File: src/hdl/gfp_pkg.sv
// Package for the GNSS binary frame parser: types, codes and register defaults.
`default_nettype none
package gfp_pkg;

    // Input operation codes
    localparam logic OP_BYTE = 1'b0;
    localparam logic OP_TICK = 1'b1;

    // Configuration register indexes (word addresses)
    localparam logic [1:0] REG_FIRST_SYNC  = 2'd0;
    localparam logic [1:0] REG_SECOND_SYNC = 2'd1;
    localparam logic [1:0] REG_MAX_LENGTH  = 2'd2;
    localparam logic [1:0] REG_TIMEOUT     = 2'd3;

    // Configuration reset values
    localparam logic [7:0]  RST_FIRST_SYNC  = 8'd186;
    localparam logic [7:0]  RST_SECOND_SYNC = 8'd206;
    localparam logic [15:0] RST_MAX_LENGTH  = 16'd256;
    localparam logic [31:0] RST_TIMEOUT     = 32'd100000;

    // Frame parse phases
    typedef enum logic [2:0] {
        PH_IDLE    = 3'd0,
        PH_SYNC2   = 3'd1,
        PH_LEN_LO  = 3'd2,
        PH_LEN_HI  = 3'd3,
        PH_CLASS   = 3'd4,
        PH_ID      = 3'd5,
        PH_PAYLOAD = 3'd6,
        PH_CHECK   = 3'd7
    } t_phase;

    // Result kinds
    typedef enum logic [1:0] {
        KIND_BYTE  = 2'd0,
        KIND_GOOD  = 2'd1,
        KIND_BAD   = 2'd2,
        KIND_ABORT = 2'd3
    } t_kind;

    // Configuration register set
    typedef struct packed {
        logic [7:0]  first_sync_byte;
        logic [7:0]  second_sync_byte;
        logic [15:0] max_length;
        logic [31:0] timeout_ticks;
    } t_cfg;

    // One result item
    typedef struct packed {
        t_kind       kind;
        logic [7:0]  payload_byte;
        logic [15:0] byte_index;
        logic [7:0]  msg_class;
        logic [7:0]  msg_id;
        logic [15:0] msg_length;
    } t_result;

endpackage
`default_nettype wire

File: src/hdl/gfp_cfg_regs.sv
// APB-style configuration register block of the frame parser.
`default_nettype none
module gfp_cfg_regs
    import gfp_pkg::*;
(
    input  wire logic        i_clk,
    input  wire logic        i_rst_n,
    input  wire logic        psel,
    input  wire logic        penable,
    input  wire logic        pwrite,
    input  wire logic [3:0]  paddr,
    input  wire logic [31:0] pwdata,
    output logic [31:0]      prdata,
    output logic             pready,
    output t_cfg             o_cfg
);

    t_cfg       r_cfg;
    logic       wr_en;
    logic [1:0] reg_idx;

    assign pready  = 1'b1;
    assign wr_en   = psel & penable & pwrite & pready;
    assign reg_idx = paddr[3:2];
    assign o_cfg   = r_cfg;

    // Register writes
    always_ff @(posedge i_clk) begin
        if (!i_rst_n) begin
            r_cfg.first_sync_byte  <= RST_FIRST_SYNC;
            r_cfg.second_sync_byte <= RST_SECOND_SYNC;
            r_cfg.max_length       <= RST_MAX_LENGTH;
            r_cfg.timeout_ticks    <= RST_TIMEOUT;
        end else if (wr_en) begin
            unique case (reg_idx)
                REG_FIRST_SYNC:  r_cfg.first_sync_byte  <= pwdata[7:0];
                REG_SECOND_SYNC: r_cfg.second_sync_byte <= pwdata[7:0];
                REG_MAX_LENGTH:  r_cfg.max_length       <= pwdata[15:0];
                REG_TIMEOUT:     r_cfg.timeout_ticks    <= pwdata;
                default: ;
            endcase
        end
    end

    // Read mux
    always_comb begin
        unique case (reg_idx)
            REG_FIRST_SYNC:  prdata = {24'd0, r_cfg.first_sync_byte};
            REG_SECOND_SYNC: prdata = {24'd0, r_cfg.second_sync_byte};
            REG_MAX_LENGTH:  prdata = {16'd0, r_cfg.max_length};
            REG_TIMEOUT:     prdata = r_cfg.timeout_ticks;
            default:         prdata = 32'd0;
        endcase
    end

endmodule
`default_nettype wire

File: src/hdl/gfp_core.sv
// Frame parse state machine, checksum accumulation and result generation.
`default_nettype none
module gfp_core
    import gfp_pkg::*;
(
    input  wire logic       i_clk,
    input  wire logic       i_rst_n,
    input  wire logic       i_accept,
    input  wire logic       i_op,
    input  wire logic [7:0] i_data,
    input  wire t_cfg       i_cfg,
    output logic            o_push,
    output t_result         o_result
);

    t_phase      r_phase, n_phase;
    logic [31:0] r_elapsed, n_elapsed;
    logic [15:0] r_frame_length, n_frame_length;
    logic [7:0]  r_frame_class, n_frame_class;
    logic [7:0]  r_frame_id, n_frame_id;
    logic [15:0] r_byte_count, n_byte_count;
    logic [31:0] r_running_sum, n_running_sum;
    logic [31:0] r_received_sum, n_received_sum;

    logic [31:0] elapsed_inc;
    logic        tick_expired;
    logic [15:0] count_inc;
    logic [15:0] len_full;
    logic [15:0] len_words;
    logic [31:0] lane_data;
    logic [31:0] rx_sum_new;
    logic        is_tick;
    logic        is_byte;

    // Place a byte into one lane of a 32-bit little-endian word
    function automatic logic [31:0] byte_lane(input logic [7:0] b, input logic [1:0] lane);
        logic [31:0] w;
        case (lane)
            2'd0:    w = {24'd0, b};
            2'd1:    w = {16'd0, b, 8'd0};
            2'd2:    w = {8'd0, b, 16'd0};
            default: w = {b, 24'd0};
        endcase
        return w;
    endfunction

    // Shared terms
    assign is_tick      = i_accept && (i_op == OP_TICK);
    assign is_byte      = i_accept && (i_op == OP_BYTE);
    assign elapsed_inc  = (r_elapsed == 32'hFFFF_FFFF) ? r_elapsed : r_elapsed + 32'd1;
    assign tick_expired = elapsed_inc > i_cfg.timeout_ticks;
    assign count_inc    = r_byte_count + 16'd1;
    assign len_full     = {i_data, r_frame_length[7:0]};
    assign len_words    = {r_frame_length[15:2], 2'b00};
    assign lane_data    = byte_lane(i_data, r_byte_count[1:0]);
    assign rx_sum_new   = r_received_sum | lane_data;

    // Next phase
    always_comb begin
        n_phase = r_phase;
        if (is_tick) begin
            if (r_phase != PH_IDLE && tick_expired) begin
                n_phase = PH_IDLE;
            end
        end else if (is_byte) begin
            unique case (r_phase)
                PH_IDLE: begin
                    if (i_data == i_cfg.first_sync_byte) n_phase = PH_SYNC2;
                end
                PH_SYNC2: begin
                    if (i_data == i_cfg.second_sync_byte) n_phase = PH_LEN_LO;
                    else if (i_data != i_cfg.first_sync_byte) n_phase = PH_IDLE;
                end
                PH_LEN_LO: n_phase = PH_LEN_HI;
                PH_LEN_HI: begin
                    n_phase = (len_full <= i_cfg.max_length) ? PH_CLASS : PH_IDLE;
                end
                PH_CLASS: n_phase = PH_ID;
                PH_ID: begin
                    n_phase = (r_frame_length == 16'd0) ? PH_CHECK : PH_PAYLOAD;
                end
                PH_PAYLOAD: begin
                    if (count_inc == r_frame_length) n_phase = PH_CHECK;
                end
                PH_CHECK: begin
                    if (count_inc >= 16'd4) n_phase = PH_IDLE;
                end
                default: n_phase = PH_IDLE;
            endcase
        end
    end

    // Datapath updates and result
    always_comb begin
        n_elapsed      = r_elapsed;
        n_frame_length = r_frame_length;
        n_frame_class  = r_frame_class;
        n_frame_id     = r_frame_id;
        n_byte_count   = r_byte_count;
        n_running_sum  = r_running_sum;
        n_received_sum = r_received_sum;
        o_push                = 1'b0;
        o_result.kind         = KIND_BYTE;
        o_result.payload_byte = 8'd0;
        o_result.byte_index   = 16'd0;
        o_result.msg_class    = r_frame_class;
        o_result.msg_id       = r_frame_id;
        o_result.msg_length   = r_frame_length;
        if (is_tick) begin
            if (r_phase != PH_IDLE) begin
                n_elapsed = elapsed_inc;
                if (tick_expired) begin
                    o_push        = 1'b1;
                    o_result.kind = KIND_ABORT;
                end
            end
        end else if (is_byte) begin
            unique case (r_phase)
                PH_IDLE: begin
                    if (i_data == i_cfg.first_sync_byte) n_elapsed = 32'd0;
                end
                PH_LEN_LO: n_frame_length = {8'd0, i_data};
                PH_LEN_HI: n_frame_length = len_full;
                PH_CLASS:  n_frame_class  = i_data;
                PH_ID: begin
                    n_frame_id     = i_data;
                    // id, class and length occupy disjoint bit ranges
                    n_running_sum  = {i_data, r_frame_class, r_frame_length};
                    n_byte_count   = 16'd0;
                    n_received_sum = 32'd0;
                end
                PH_PAYLOAD: begin
                    // only whole words enter the sum
                    if (r_byte_count < len_words) n_running_sum = r_running_sum + lane_data;
                    n_byte_count = count_inc;
                    if (count_inc == r_frame_length) begin
                        n_byte_count   = 16'd0;
                        n_received_sum = 32'd0;
                    end
                    o_push                = 1'b1;
                    o_result.kind         = KIND_BYTE;
                    o_result.payload_byte = i_data;
                    o_result.byte_index   = r_byte_count;
                end
                PH_CHECK: begin
                    n_received_sum = rx_sum_new;
                    n_byte_count   = count_inc;
                    if (count_inc >= 16'd4) begin
                        n_byte_count  = 16'd0;
                        o_push        = 1'b1;
                        o_result.kind = (rx_sum_new == r_running_sum) ? KIND_GOOD : KIND_BAD;
                    end
                end
                default: ;
            endcase
        end
    end

    // State registers
    always_ff @(posedge i_clk) begin
        if (!i_rst_n) begin
            r_phase        <= PH_IDLE;
            r_elapsed      <= 32'd0;
            r_frame_length <= 16'd0;
            r_frame_class  <= 8'd0;
            r_frame_id     <= 8'd0;
            r_byte_count   <= 16'd0;
            r_running_sum  <= 32'd0;
            r_received_sum <= 32'd0;
        end else begin
            r_phase        <= n_phase;
            r_elapsed      <= n_elapsed;
            r_frame_length <= n_frame_length;
            r_frame_class  <= n_frame_class;
            r_frame_id     <= n_frame_id;
            r_byte_count   <= n_byte_count;
            r_running_sum  <= n_running_sum;
            r_received_sum <= n_received_sum;
        end
    end

    // Checksum byte counter never leaves one word
    a_check_count: assert property (@(posedge i_clk) disable iff (!i_rst_n)
        (r_phase == PH_CHECK) |-> (r_byte_count < 16'd4))
        else $error("checksum byte count out of range");

    // A timeout result always leaves the parser idle
    a_abort_idle: assert property (@(posedge i_clk) disable iff (!i_rst_n)
        (o_push && o_result.kind == KIND_ABORT) |=> (r_phase == PH_IDLE))
        else $error("parser not idle after timeout");

    // Payload results come only from the payload phase on a byte request
    a_byte_phase: assert property (@(posedge i_clk) disable iff (!i_rst_n)
        (o_push && o_result.kind == KIND_BYTE) |-> (is_byte && r_phase == PH_PAYLOAD))
        else $error("payload result outside payload phase");

    // Payload index stays below the frame length
    a_byte_index: assert property (@(posedge i_clk) disable iff (!i_rst_n)
        (r_phase == PH_PAYLOAD) |-> (r_byte_count < r_frame_length))
        else $error("payload index beyond frame length");

endmodule
`default_nettype wire

File: src/hdl/gfp_out_buf.sv
// Two-entry result buffer between the parser core and the output channel.
`default_nettype none
module gfp_out_buf
    import gfp_pkg::*;
(
    input  wire logic    i_clk,
    input  wire logic    i_rst_n,
    input  wire logic    i_push,
    input  wire t_result i_result,
    output logic         o_full,
    output logic         o_valid,
    input  wire logic    i_ready,
    output t_result      o_result
);

    t_result    r_mem [2];
    logic       r_wr_ptr;
    logic       r_rd_ptr;
    logic [1:0] r_count;
    logic       pop;

    assign o_full   = (r_count == 2'd2);
    assign o_valid  = (r_count != 2'd0);
    assign pop      = o_valid & i_ready;
    assign o_result = r_mem[r_rd_ptr];

    // Entry storage
    always_ff @(posedge i_clk) begin
        if (i_push) r_mem[r_wr_ptr] <= i_result;
    end

    // Pointers and fill count
    always_ff @(posedge i_clk) begin
        if (!i_rst_n) begin
            r_wr_ptr <= 1'b0;
            r_rd_ptr <= 1'b0;
            r_count  <= 2'd0;
        end else begin
            if (i_push) r_wr_ptr <= ~r_wr_ptr;
            if (pop)    r_rd_ptr <= ~r_rd_ptr;
            case ({i_push, pop})
                2'b10:   r_count <= r_count + 2'd1;
                2'b01:   r_count <= r_count - 2'd1;
                default: r_count <= r_count;
            endcase
        end
    end

    // No write into a full buffer
    a_no_overflow: assert property (@(posedge i_clk) disable iff (!i_rst_n)
        i_push |-> !o_full)
        else $error("result buffer overflow");

    // Fill count matches pointer distance
    a_ptr_count: assert property (@(posedge i_clk) disable iff (!i_rst_n)
        (r_count <= 2'd2) && ((r_wr_ptr ^ r_rd_ptr) == r_count[0]))
        else $error("result buffer pointers inconsistent");

endmodule
`default_nettype wire

File: src/hdl/gnss_binary_frame_parser.sv
// Top level: sync/length binary frame parser with word-sum checksum check.
// A result is held in the registered result buffer before it reaches the output ports.
// Throughput: one request per cycle while o_ready is high; the parse step and the 32-bit
// sum add are combinational. A two-entry result buffer lets input continue while a result
// waits; o_ready drops only when both entries are held.
// Reset (synchronous, active low) idles the parser, empties the buffer, restores registers.
`default_nettype none
module gnss_binary_frame_parser
    import gfp_pkg::*;
(
    input  wire logic        i_clk,
    input  wire logic        i_rst_n,
    // input channel
    input  wire logic        i_valid,
    output logic             o_ready,
    input  wire logic        i_op,
    input  wire logic [7:0]  i_data,
    // output channel
    output logic             o_valid,
    input  wire logic        i_ready,
    output logic [1:0]       o_kind,
    output logic [7:0]       o_payload_byte,
    output logic [15:0]      o_byte_index,
    output logic [7:0]       o_msg_class,
    output logic [7:0]       o_msg_id,
    output logic [15:0]      o_msg_length,
    // configuration port
    input  wire logic        psel,
    input  wire logic        penable,
    input  wire logic        pwrite,
    input  wire logic [3:0]  paddr,
    input  wire logic [31:0] pwdata,
    output logic [31:0]      prdata,
    output logic             pready
);

    t_cfg    cfg;
    logic    accept;
    logic    push;
    logic    full;
    t_result core_result;
    t_result out_result;

    assign o_ready = ~full;
    assign accept  = i_valid & o_ready;

    // Configuration registers
    gfp_cfg_regs u_cfg (
        .i_clk   (i_clk),
        .i_rst_n (i_rst_n),
        .psel    (psel),
        .penable (penable),
        .pwrite  (pwrite),
        .paddr   (paddr),
        .pwdata  (pwdata),
        .prdata  (prdata),
        .pready  (pready),
        .o_cfg   (cfg)
    );

    // Parser core
    gfp_core u_core (
        .i_clk    (i_clk),
        .i_rst_n  (i_rst_n),
        .i_accept (accept),
        .i_op     (i_op),
        .i_data   (i_data),
        .i_cfg    (cfg),
        .o_push   (push),
        .o_result (core_result)
    );

    // Result buffer
    gfp_out_buf u_buf (
        .i_clk    (i_clk),
        .i_rst_n  (i_rst_n),
        .i_push   (push),
        .i_result (core_result),
        .o_full   (full),
        .o_valid  (o_valid),
        .i_ready  (i_ready),
        .o_result (out_result)
    );

    assign o_kind         = out_result.kind;
    assign o_payload_byte = out_result.payload_byte;
    assign o_byte_index   = out_result.byte_index;
    assign o_msg_class    = out_result.msg_class;
    assign o_msg_id       = out_result.msg_id;
    assign o_msg_length   = out_result.msg_length;

endmodule
`default_nettype wire
File: config.mk
export PLATFORM = sky130hd
export DESIGN_NAME = gnss_binary_frame_parser
export DESIGN_NICKNAME = d
export VERILOG_FILES = /design/src/hdl/gfp_pkg.sv /design/src/hdl/gfp_cfg_regs.sv /design/src/hdl/gfp_core.sv /design/src/hdl/gfp_out_buf.sv /design/src/hdl/gnss_binary_frame_parser.sv
export SDC_FILE = /design/constraint.sdc
export NUM_CORES = 1
export LEC_CHECK = 0
export ABC_AREA = 1
export BUFFER_PORTS_ARGS = -buffer_cell sky130_fd_sc_hd__buf_2
export CORE_MARGIN = 2
export CORE_UTILIZATION = 50
export DETAILED_ROUTE_END_ITERATION = 7
export PLACE_DENSITY = 0.75
export REMOVE_ABC_BUFFERS = 1
export SLEW_MARGIN = 5
export SYNTH_ARGS = -nofsm -noshare
export SYNTH_HDL_FRONTEND = slang
export SYNTH_SLANG_ARGS = --single-unit
File: constraint.sdc
create_clock -name i_clk -period 12.6 [get_ports i_clk]
set_input_delay 0.63 -clock i_clk [delete_from_list [all_inputs] [get_ports i_clk]]
set_output_delay 0.63 -clock i_clk [all_outputs]
set_load 0.05 [all_outputs]
==> metrics <==
flop and latch count out of synthesis 332; Final setup viols 0; CTS max path bufs 3; Post-Place Worst Slack 7.294 ns; WHS 0.3007 ns; Startpoint Class register; HPWL Detailed 38170 um; Primary FF master, synth dfxtp_1; first drt pass iteration count 6; Yosys warning count 0; clock root buffer clkbuf_16; Req. time, crit path 12.76 ns; Critical path buffers and inverters 2; DR vias/cell 5.611; setup bufs post-CTS 0; Area Overhead vs Synth 11.94%; clk_skew 0.02167 ns; # rows 71; Finished Cell Area 21240 sq um; unrepaired setup endpoints after global routing false; max-cap viol count 0; Fin Setup TNS 0 ns; post-synthesis cell type count 49; Max VDD drop 0.1311 mV; Syn Inst Count 2434; Non-Filler Instances 3070; CTS Hold Bufs 0; Via Count 17226; Mapped Area 18980 sq um; CTS sink cnt 332; synth cell count leaders nand2_1, inv_1, a21oi_1, nor2_1, dfxtp_1; number of flops mapped to enable cells by yosys 116; CP arrival 5.59 ns; register area 7809 sq um; reg2reg start u_core.r_elapsed[0]$_SDFFE_PN0P_; synth top area cells dfxtp_1, edfxtp_1, nand2_1; Worst Setup End Kind register; drt total wl 54550 um; PwrDens 112.0 nW/um^2; Slew headroom 15.24%; CTS tree built; initial antenna violation count 1; Worst setup startpoint u_core.r_elapsed[0]$_SDFFE_PN0P_; routability cong. 0.9934; most used cell, CP nand2_1; Yosys top cell area share 22.79%; H-tree Lvls 2; ant diodes 0; hold path startpoint pwdata[16]; largest stage delay on the critical path 0.72 ns; run status completed; Chip Height 198.8 um; area of the multi-input gates 9744 sq um; setup ws final 7.175 ns; actual slew at the worst max-slew pin 1.267 ns; GRT Util Overall 27.55%; share of cells above drive strength 1 13.48%; Final ANT Viol Nets 0; drt initial violations 1535; Synth area leader dfxtp_1; Highest Clock Rate 0.1843 GHz; port buffer count 141; Top Ports 145; vias in the first global route 16008; Worst-Skew Late Latency 0.55 ns; Total Power 2.379 mW; Synth Area per Inst 7.796 sq um; worst min path class in2reg; register area share after synthesis 41.14%; first-pass GRT wire length 85200 um; Pleak 8.832 nW; Final min period 5.425 ns; Fin. Hold Viols 0; Crit-path slowest cell nor4_1; # DRC 0; Fillers 3556; core footprint 37490 sq um; DR WL/cell 17.77 um; CP top delay family simple AND/OR/NAND/NOR gates; Initial Util 50.62%; Final Util 56.66%; nets 2684; post-cts sizing count 0; fin crit share 43.06%; Die Outline Area 39530 sq um; grt ovf 0; Worst Path Class, Setup reg2reg; dpl cell area 20030 sq um; total CTS buffers 37; Max FO, Critical Path 58; pin count of the biggest net entering global routing 83; Die Span X 198.8 um; Reg clk slew, reported paths 0.06 ns; most common cell in the netlist nand2_1; CP cell instances ha_1 -> nand2_1 -> nor2_1 -> nand2_1 -> nor3_1 -> nand2_1 -> nor2_1 -> nand3_1 -> nand3_1 -> xnor2_1 -> ha_1 -> nand2_1 -> nor4_1 -> o21ai_0 -> nand2_1 -> nand2_1 -> nand2_1 -> inv_1 -> nor2_4 -> buf_4; fin. max-slew vios 0; share of synthesized registers carrying an async set or reset 0%; # placed instances 3005
==> worst register-to-register path, cell delays in order (launching register included) <==
cell     delay (ns)
dfxtp_1        0.44
ha_1           0.24
nand2_1        0.15
nor2_1         0.20
nand2_1        0.17
nor3_1         0.24
nand2_1        0.10
nor2_1         0.14
nand3_1        0.34
nand3_1        0.26
xnor2_1        0.11
ha_1           0.31
nand2_1        0.07
nor4_1         0.72
o21ai_0        0.19
nand2_1        0.11
nand2_1        0.17
nand2_1        0.17
inv_1          0.11
nor2_4         0.09
buf_4          0.67
==> final cells by class <==
cell class	count	share of cell area, %
flip-flops and latches	332	36.76
multi-input cells	1734	45.87
clock buffers	49	4.865
repair buffers	156	3.864
well taps	511	3.010
inverters	272	4.807
clock inverters	16	0.8188
==> final timing paths <==
| path | endpoint | slack, ns | cells after the start |
|---|---|---|---|
| setup / recovery | u_buf.r_mem[0][27]$_DFFE_PP_ | 7.17 | 20 |
| hold / removal | u_cfg.o_cfg[16]$_SDFFE_PN1P_ | 0.30 | 3 |
| setup reg to reg | u_buf.r_mem[0][27]$_DFFE_PP_ | 7.17 | 20 |
| hold reg to reg | register | 0.45 | 1 |
==> report_power, final <==
group          total [mW]  internal, mW  switching, mW
Clock                1.09         0.641          0.445
Sequential           1.12          1.11         0.0102
Combinational       0.171        0.0465          0.124
==> per-layer routing <==
metal	global-route usage [%]	vias up	part of all wire [%]
met4	9.591	0	3.0
li1	-	8369	-
met3	3.527	109	6.9
met1	37.74	8116	45
met5	0	-	0
met2	44.85	632	46
==> sequential cells by signal, summed over array words and instances, names as in the netlist, named ones only <==
name / count
u_buf.r_rd_ptr: 1
u_core.r_phase: 3
u_buf.r_count: 2
u_core.r_running_sum: 32
u_core.r_frame_id: 8
u_buf.r_mem: 116
u_buf.r_wr_ptr: 1
u_core.r_elapsed: 32
u_core.r_byte_count: 16
u_core.r_frame_class: 8
u_core.r_frame_length: 16
u_core.r_received_sum: 32
u_cfg.o_cfg: 64
==> cells in the final DEF, fill, tap and decap left out, types with 39 or more instances in the layout <==
master,synthesis,layout
a21oi_1,231,230
buf_2,3,140
clkbuf_16,0,39
dfxtp_1,216,215
edfxtp_1,116,116
ha_1,98,98
inv_1,263,262
mux2_2,58,58
nand2_1,495,495
nand3_1,114,114
nor2_1,231,229
nor3_1,48,48
o21ai_0,150,150
xor2_1,46,46
==> cell families after synthesis <==
kind of cell / after synthesis / synth area share [%]
muxes: 58 / 3.442
other: 1 / 0.01976
adders and majority gates: 99 / 6.567
DFF: 332 / 41.14
and+or+nand+nor: 975 / 22.00
buffers and inverters: 368 / 7.576
xor gates and xnor gates: 86 / 4.114
AOI/OAI and AO/OA: 515 / 15.14
Power figures use the tool's default switching activity.
